$ cat src/hdl/ggv_pkg.sv
// ----------------------------------------------------------------------------
// Go-to-goal velocity command package
// Shared widths, angle constants and the CORDIC arctangent table.
// ----------------------------------------------------------------------------
package ggv_pkg;

  localparam int ANGLE_STAGES_DEF = 16;
  localparam int POS_W   = 48;   // position fields
  localparam int OFS_W   = 49;   // goal minus robot
  localparam int ROT_W   = 16;   // rotation entries
  localparam int FX_W    = 54;   // rotated offsets
  localparam int ANG_W   = 18;   // angles, q13
  localparam int CFG_W   = 24;   // widest register
  localparam int IDX_W   = 4;
  localparam int BRG_W   = 57;   // CORDIC width for the bearing
  localparam int YAW_W   = 35;   // CORDIC width for the yaw
  localparam int FXC_W   = 34;   // fx after saturation to +-2^32

  localparam logic signed [ANG_W-1:0] PI_Q13     = 18'sd25736;
  localparam logic signed [ANG_W:0]   TWO_PI_Q13 = 19'sd51472;

  // Register indexes
  localparam logic [IDX_W-1:0] REG_GAIN_FWD  = 4'd0;
  localparam logic [IDX_W-1:0] REG_GAIN_TURN = 4'd1;
  localparam logic [IDX_W-1:0] REG_LIM_FWD   = 4'd2;
  localparam logic [IDX_W-1:0] REG_LIM_REV   = 4'd3;
  localparam logic [IDX_W-1:0] REG_NEAR      = 4'd4;
  localparam logic [IDX_W-1:0] REG_ARRIVE    = 4'd5;
  localparam logic [IDX_W-1:0] REG_HEAD_TOL  = 4'd6;
  localparam logic [IDX_W-1:0] REG_FINAL_HD  = 4'd7;

  // Sideband that travels alongside the angle units
  typedef struct packed {
    logic                    valid;
    logic                    path;
    logic                    near;
    logic                    arrive;
    logic signed [FX_W-1:0]  fx;
  } side_t;

  // arctan(2^-i) in q13
  function automatic logic [12:0] atan_q13(input int i);
    logic [12:0] v;
    case (i)
      0:       v = 13'd6434;
      1:       v = 13'd3798;
      2:       v = 13'd2007;
      3:       v = 13'd1019;
      4:       v = 13'd511;
      5:       v = 13'd256;
      6:       v = 13'd128;
      7:       v = 13'd64;
      8:       v = 13'd32;
      9:       v = 13'd16;
      10:      v = 13'd8;
      11:      v = 13'd4;
      12:      v = 13'd2;
      13:      v = 13'd1;
      default: v = 13'd0;
    endcase
    return v;
  endfunction

endpackage

$ cat src/hdl/ggv_command.sv
// ----------------------------------------------------------------------------
// Command stage
// Picks and wraps the heading error, tests arrival, applies the gains and
// limits. Three register stages ending in the output registers.
// ----------------------------------------------------------------------------
module ggv_command (
  input  logic                                clk,
  input  logic                                rst_n,
  input  ggv_pkg::side_t                      side,
  input  logic signed [ggv_pkg::ANG_W-1:0]    bearing,
  input  logic signed [ggv_pkg::ANG_W-1:0]    yaw,
  input  logic [13:0]                         gain_forward,
  input  logic [13:0]                         gain_turn,
  input  logic [19:0]                         limit_forward,
  input  logic [19:0]                         limit_reverse,
  input  logic [14:0]                         heading_tolerance,
  input  logic signed [15:0]                  final_heading,
  output logic                                out_valid,
  output logic signed [20:0]                  out_forward_speed,
  output logic signed [17:0]                  out_turn_rate,
  output logic                                out_goal_reached
);

  localparam int AW  = ggv_pkg::ANG_W;
  localparam int FW  = ggv_pkg::FX_W;
  localparam int CW  = ggv_pkg::FXC_W;
  localparam logic signed [FW-1:0] FX_HI = FW'(64'sd4294967296);

  // stage A: heading error, fx saturation
  logic signed [AW:0]   diff, wrapped;
  logic signed [CW-1:0] fxc;
  assign diff = (AW+1)'(final_heading) - (AW+1)'(yaw);
  always_comb begin
    if (diff > (AW+1)'(ggv_pkg::PI_Q13)) begin
      wrapped = diff - ggv_pkg::TWO_PI_Q13;
    end else if (diff < -(AW+1)'(ggv_pkg::PI_Q13)) begin
      wrapped = diff + ggv_pkg::TWO_PI_Q13;
    end else begin
      wrapped = diff;
    end
    if (side.fx > FX_HI) begin
      fxc = CW'(FX_HI);
    end else if (side.fx < -FX_HI) begin
      fxc = CW'(-FX_HI);
    end else begin
      fxc = CW'(side.fx);
    end
  end

  logic                 va_r, pa_r, arra_r;
  logic signed [AW-1:0] err_r;
  logic signed [CW-1:0] fxc_r;

  always_ff @(posedge clk) begin
    if (!rst_n) begin
      va_r <= 1'b0;
    end else begin
      va_r <= side.valid;
    end
    pa_r   <= side.path;
    arra_r <= side.arrive;
    err_r  <= side.near ? AW'(wrapped) : bearing;
    fxc_r  <= fxc;
  end

  // stage B: gains and arrival
  logic [AW-1:0] mag;
  assign mag = err_r[AW-1] ? AW'(-err_r) : AW'(err_r);

  logic                 vb_r, pb_r, goal_r;
  logic signed [CW+14:0] vp_r;
  logic signed [AW+14:0] wp_r;

  always_ff @(posedge clk) begin
    if (!rst_n) begin
      vb_r <= 1'b0;
    end else begin
      vb_r <= va_r;
    end
    pb_r   <= pa_r;
    goal_r <= arra_r && (mag < AW'(heading_tolerance));
    vp_r   <= (CW+15)'(fxc_r * $signed({1'b0, gain_forward}));
    wp_r   <= (AW+15)'(err_r * $signed({1'b0, gain_turn}));
  end

  // stage C: scale, limit, output registers
  logic signed [CW+2:0] vs;
  logic signed [AW+2:0] ws;
  logic signed [20:0]   v_lim;
  logic signed [17:0]   w_lim;
  assign vs = (CW+3)'(vp_r >>> 12);
  assign ws = (AW+3)'(wp_r >>> 12);
  always_comb begin
    if (vs > (CW+3)'($signed({1'b0, limit_forward}))) begin
      v_lim = $signed({1'b0, limit_forward});
    end else if (vs < -(CW+3)'($signed({1'b0, limit_reverse}))) begin
      v_lim = -$signed({1'b0, limit_reverse});
    end else begin
      v_lim = 21'(vs);
    end
    if (ws > (AW+3)'(18'sh1ffff)) begin
      w_lim = 18'sh1ffff;
    end else if (ws < -(AW+3)'(19'sh20000)) begin
      w_lim = -18'sh20000;
    end else begin
      w_lim = 18'(ws);
    end
  end

  always_ff @(posedge clk) begin
    if (!rst_n) begin
      out_valid <= 1'b0;
    end else begin
      out_valid <= vb_r;
    end
    if (!pb_r || goal_r) begin
      out_forward_speed <= '0;
      out_turn_rate     <= '0;
    end else begin
      out_forward_speed <= v_lim;
      out_turn_rate     <= w_lim;
    end
    out_goal_reached <= pb_r && goal_r;
  end

endmodule
$ cat config.mk
export PLATFORM = sky130hd
export DESIGN_NAME = ggv_command
export DESIGN_NICKNAME = d
export VERILOG_FILES = /design/src/hdl/ggv_pkg.sv /design/src/hdl/ggv_command.sv
export SDC_FILE = /design/constraint.sdc
export NUM_CORES = 2
export LEC_CHECK = 0
export BUFFER_PORTS_ARGS = -buffer_cell sky130_fd_sc_hd__buf_4
export CORE_MARGIN = 4
export CORE_UTILIZATION = 38
export DETAILED_ROUTE_END_ITERATION = 8
export GPL_TIMING_DRIVEN = 0
export MAX_ROUTING_LAYER = met4
export PLACE_DENSITY = 0.64
export SYNTH_ARGS = -nofsm -noshare
export SYNTH_HDL_FRONTEND = slang
export SYNTH_SLANG_ARGS = --single-unit
export TNS_END_PERCENT = 10
$ cat constraint.sdc
create_clock -name clk -period 7.5 [get_ports clk]
set_input_delay 0.75 -clock clk [delete_from_list [all_inputs] [get_ports clk]]
set_output_delay 0.75 -clock clk [all_outputs]
set_load 0.05 [all_outputs]
==> results.md <==
* Top cell type's share of synthesized area at 0.402
* Pwr/cell area at 497 nW/um^2
* Via count at roughly 25000
* Maximum Capacitance Violations at 0
* EDFF count, synth at 0
* RSZ-0062 raised after global routing: yes
* Setup violators final at 0
* Critical path launch point type: input port
* Clock transition at path regs at 0.07 ns
* Row count at 108
* Die X at 306 um
* Top post-synthesis cells by area: fa_1 40%, ha_1 10%, inv_1 9.8%, dfxtp_1 9.3%, and2_1 8.0%
* # nets final at 5161
* Power Internal at 8.78 mW
* # IOs at 236
* Minimum clock period at 7.34 ns
* First-pass GRT wire length at 148000 um
* GR Overflow Total at 0
* Synth Net Count at 4911
* Most used flip-flop cell after synthesis: dfxtp_1
* Seq/Total Area, Yosys at 0.0934
* Area grow syn2layout at 11.6%
* Dominant cell type by area after synthesis: fa_1
* Root buffer cell: clkbuf_16
* VDD IR-drop max at 0.00137 V
* CTS tree: built
* Setup TNS Final at 0 ns
* Bufs on Longest Clock Path at 2
* Post-DR vias/cell at 4.91
* DIE AREA at 93400 um^2
* Flop pwr share at 0.079
* Effective utilization at floorplan at 0.385
* Asr flop ratio synth at 0
* Die Ht at 306 um
* Initial antenna violation count at 7
* Crit path max fanout at 10
* Clock sink count at around 160
* Crit path DAT at 7.76 ns
* IO Port Bufs at approximately 230
* Initial drt markers at 1501
* Sw frac at 0.530
* 1st-pass router iterations at 6
* Total wire length at 91700 um
* Fin crit share at 0.979
* Worst slack at placement at -1.75 ns
* H-Tree Depth at 4
* CP endpoint kind: flop
* Vias in the first global route at 26987
* Syn avg cell area at 8.94 um^2
* Residual DRC at 0
* Sw Pwr at 9.90 mW
* Final worst slack at 0.158 ns
* F_max at 136 MHz
* Count of pins over their slew limit at 0
* Status: finished clean
* Worst endpoint required time at 7.92 ns
* Fillcell total at 8700
* Yosys reg bits at 157
* WL/cell at between 15 and 20 um
* Placed cell area at 36800 um^2
* Slew @ Worst Pin at 1.03 ns
* Slew headroom at 0.313
* Hold_ws at around 0.33 ns
* Largest net degree at the start of global routing at 17
* Clock power share at 0.048
* Slack of the worst reg-to-reg path at 0.23 ns
* CTS Buf Count at 17
* Crit-path max cell delay at 0.59 ns
* Clk_skew at 0.0178 ns
* Gr usage total at 0.208
* Antenna viol nets, final at 0
* Cells after synthesis at 3764
* Commonest non-fill, non-tap cell in the layout: inv_1
* Yosys warnings at 0
* Core area at 87300 um^2
* Lkg Pwr at 19.2 nW
* Library cells used by synthesis at 81
* GP Congestion at 0.936
* Layout cells sized above 1 at 0.0931
* Worst skew pair latency at around 0.50 ns
* Final instance area at 37600 um^2
* Register area at 3140 um^2
* Critical-path top delay cell: a221oi_4
* Final HPWL DP at slightly below 80000 um
* Hold Crit Class: flop to flop
* CP Class: input port to flop
* Final hold vios at 0
* Combinational fraction of design power at 0.874
* Multi-input combinational cell area at 26600 um^2
* Post-Syn Area at 33600 um^2
* Commonest cells after routing, fill and taps aside: 879 x inv_1, 673 x fa_1, 429 x and2_1, 402 x nand2_1, 277 x ha_1
[through the flow]
stage,power [mW],cells,util
global placement,17.4,5145,0.421
global route,21.2,5187,0.430
CTS,19.0,5179,0.429
finish,18.7,5187,0.430
floorplan,13.7,3764,-
detailed placement,17.7,5145,0.421
[sequential cells by signal, summed over array words and instances, names as in the netlist]
| name | flops |
|---|---|
| va_r | 1 |
| wp_r | 21 |
| err_r | 18 |
| fxc_r | 34 |
| vp_r | 37 |
| out_goal_reached | 1 |
| goal_r | 1 |
| out_valid | 1 |
| arra_r | 1 |
| out_forward_speed | 21 |
| pb_r | 1 |
| pa_r | 1 |
| out_turn_rate | 18 |
| vb_r | 1 |
[logic make-up after synthesis]
logic type      Yosys count  synth area share
xor+xnor                108            0.0281
compound gates          370            0.0781
flops                   157            0.0934
fa+ha+maj               952             0.505
mux                      23           0.00759
buf+inv                1042             0.118
simple gates           1112             0.170
[worst paths after layout]
path / from / end / cells after the start
max reg2reg: fxc_r[5] / vp_r[21] / 25
min reg2reg: pa_r / pb_r / 0
min: pa_r / pb_r / 0
max: gain_forward[5] / vp_r[21] / 26
[worst max-delay path, delay by kind of cell]
family                   cells  cell delay, ns
adder cells (fa/ha/maj)      7            3.52
AO/OA/AOI/OAI                8            2.26
buffers and inverters        8            0.74
AND/OR/NAND/NOR              2            0.34
XOR/XNOR                     1            0.14
[synthesized netlist by cell type, types with 4 or more instances]
library cell / number
ha_1: 277
fa_1: 675
nand2_1: 402
xnor2_1: 67
o22ai_1: 5
inv_1: 879
a22o_1: 4
a21o_1: 47
and3_1: 8
xor2_1: 41
clkbuf_1: 153
o311ai_0: 6
mux2_2: 17
nor2b_1: 19
o2111ai_1: 4
o211ai_1: 13
a221o_1: 5
nand2b_1: 13
nor2_1: 82
a2111oi_0: 4
o21ai_0: 47
o21bai_1: 7
a21oi_1: 77
o21a_1: 38
nand4_1: 24
and2_1: 429
a211oi_1: 18
or4_1: 6
o31ai_1: 11
nor4_1: 29
dfxtp_1: 157
o2bb2ai_1: 20
nand3_1: 25
o41ai_1: 6
or2_2: 11
a221oi_1: 6
nor3_1: 36
or3_1: 16
a31oi_1: 9
[cell type report]
class	instances	area share
well taps	1155	0.0385
clock inverters	12	0.00267
inverters	879	0.0879
multi-input cells	2565	0.709
plain buffers	163	0.0195
clock buffers	20	0.0124
repair buffers	231	0.0462
diodes	5	0.000333
flip-flops and latches	157	0.0837
[repair_timing]
item / 4_1_cts / 5_1_grt
setup endpoints to repair: 20 / 22
pin swaps: 2 / 4
hold buffers: 0 / 0
gates cloned: 0 / 0
setup buffers: 2 / 3
gates resized for setup: 29 / 55
[per-layer routing]
metal	routed length (um)	global-route usage	share of wire	vias up
met3	5160	0.0374	0.056	110
met5	0	-	0	-
met1	41700	0.280	0.45	12802
li1	-	-	-	11943
met2	42600	0.326	0.46	620
met4	2220	0.0555	0.024	0
[power groups by stage]
stage / Sequential [mW] / Clock, mW / Combinational (mW)
3_3_place_gp: 1.48 / 0 / 16.0
6_report: 1.47 / 0.889 / 16.3
2_1_floorplan: 1.71 / 0 / 12.0
5_1_grt: 1.49 / 0.950 / 18.8
4_1_cts: 1.47 / 0.930 / 16.6
3_5_place_dp: 1.49 / 0 / 16.2
(Power assumes the default switching activity.)
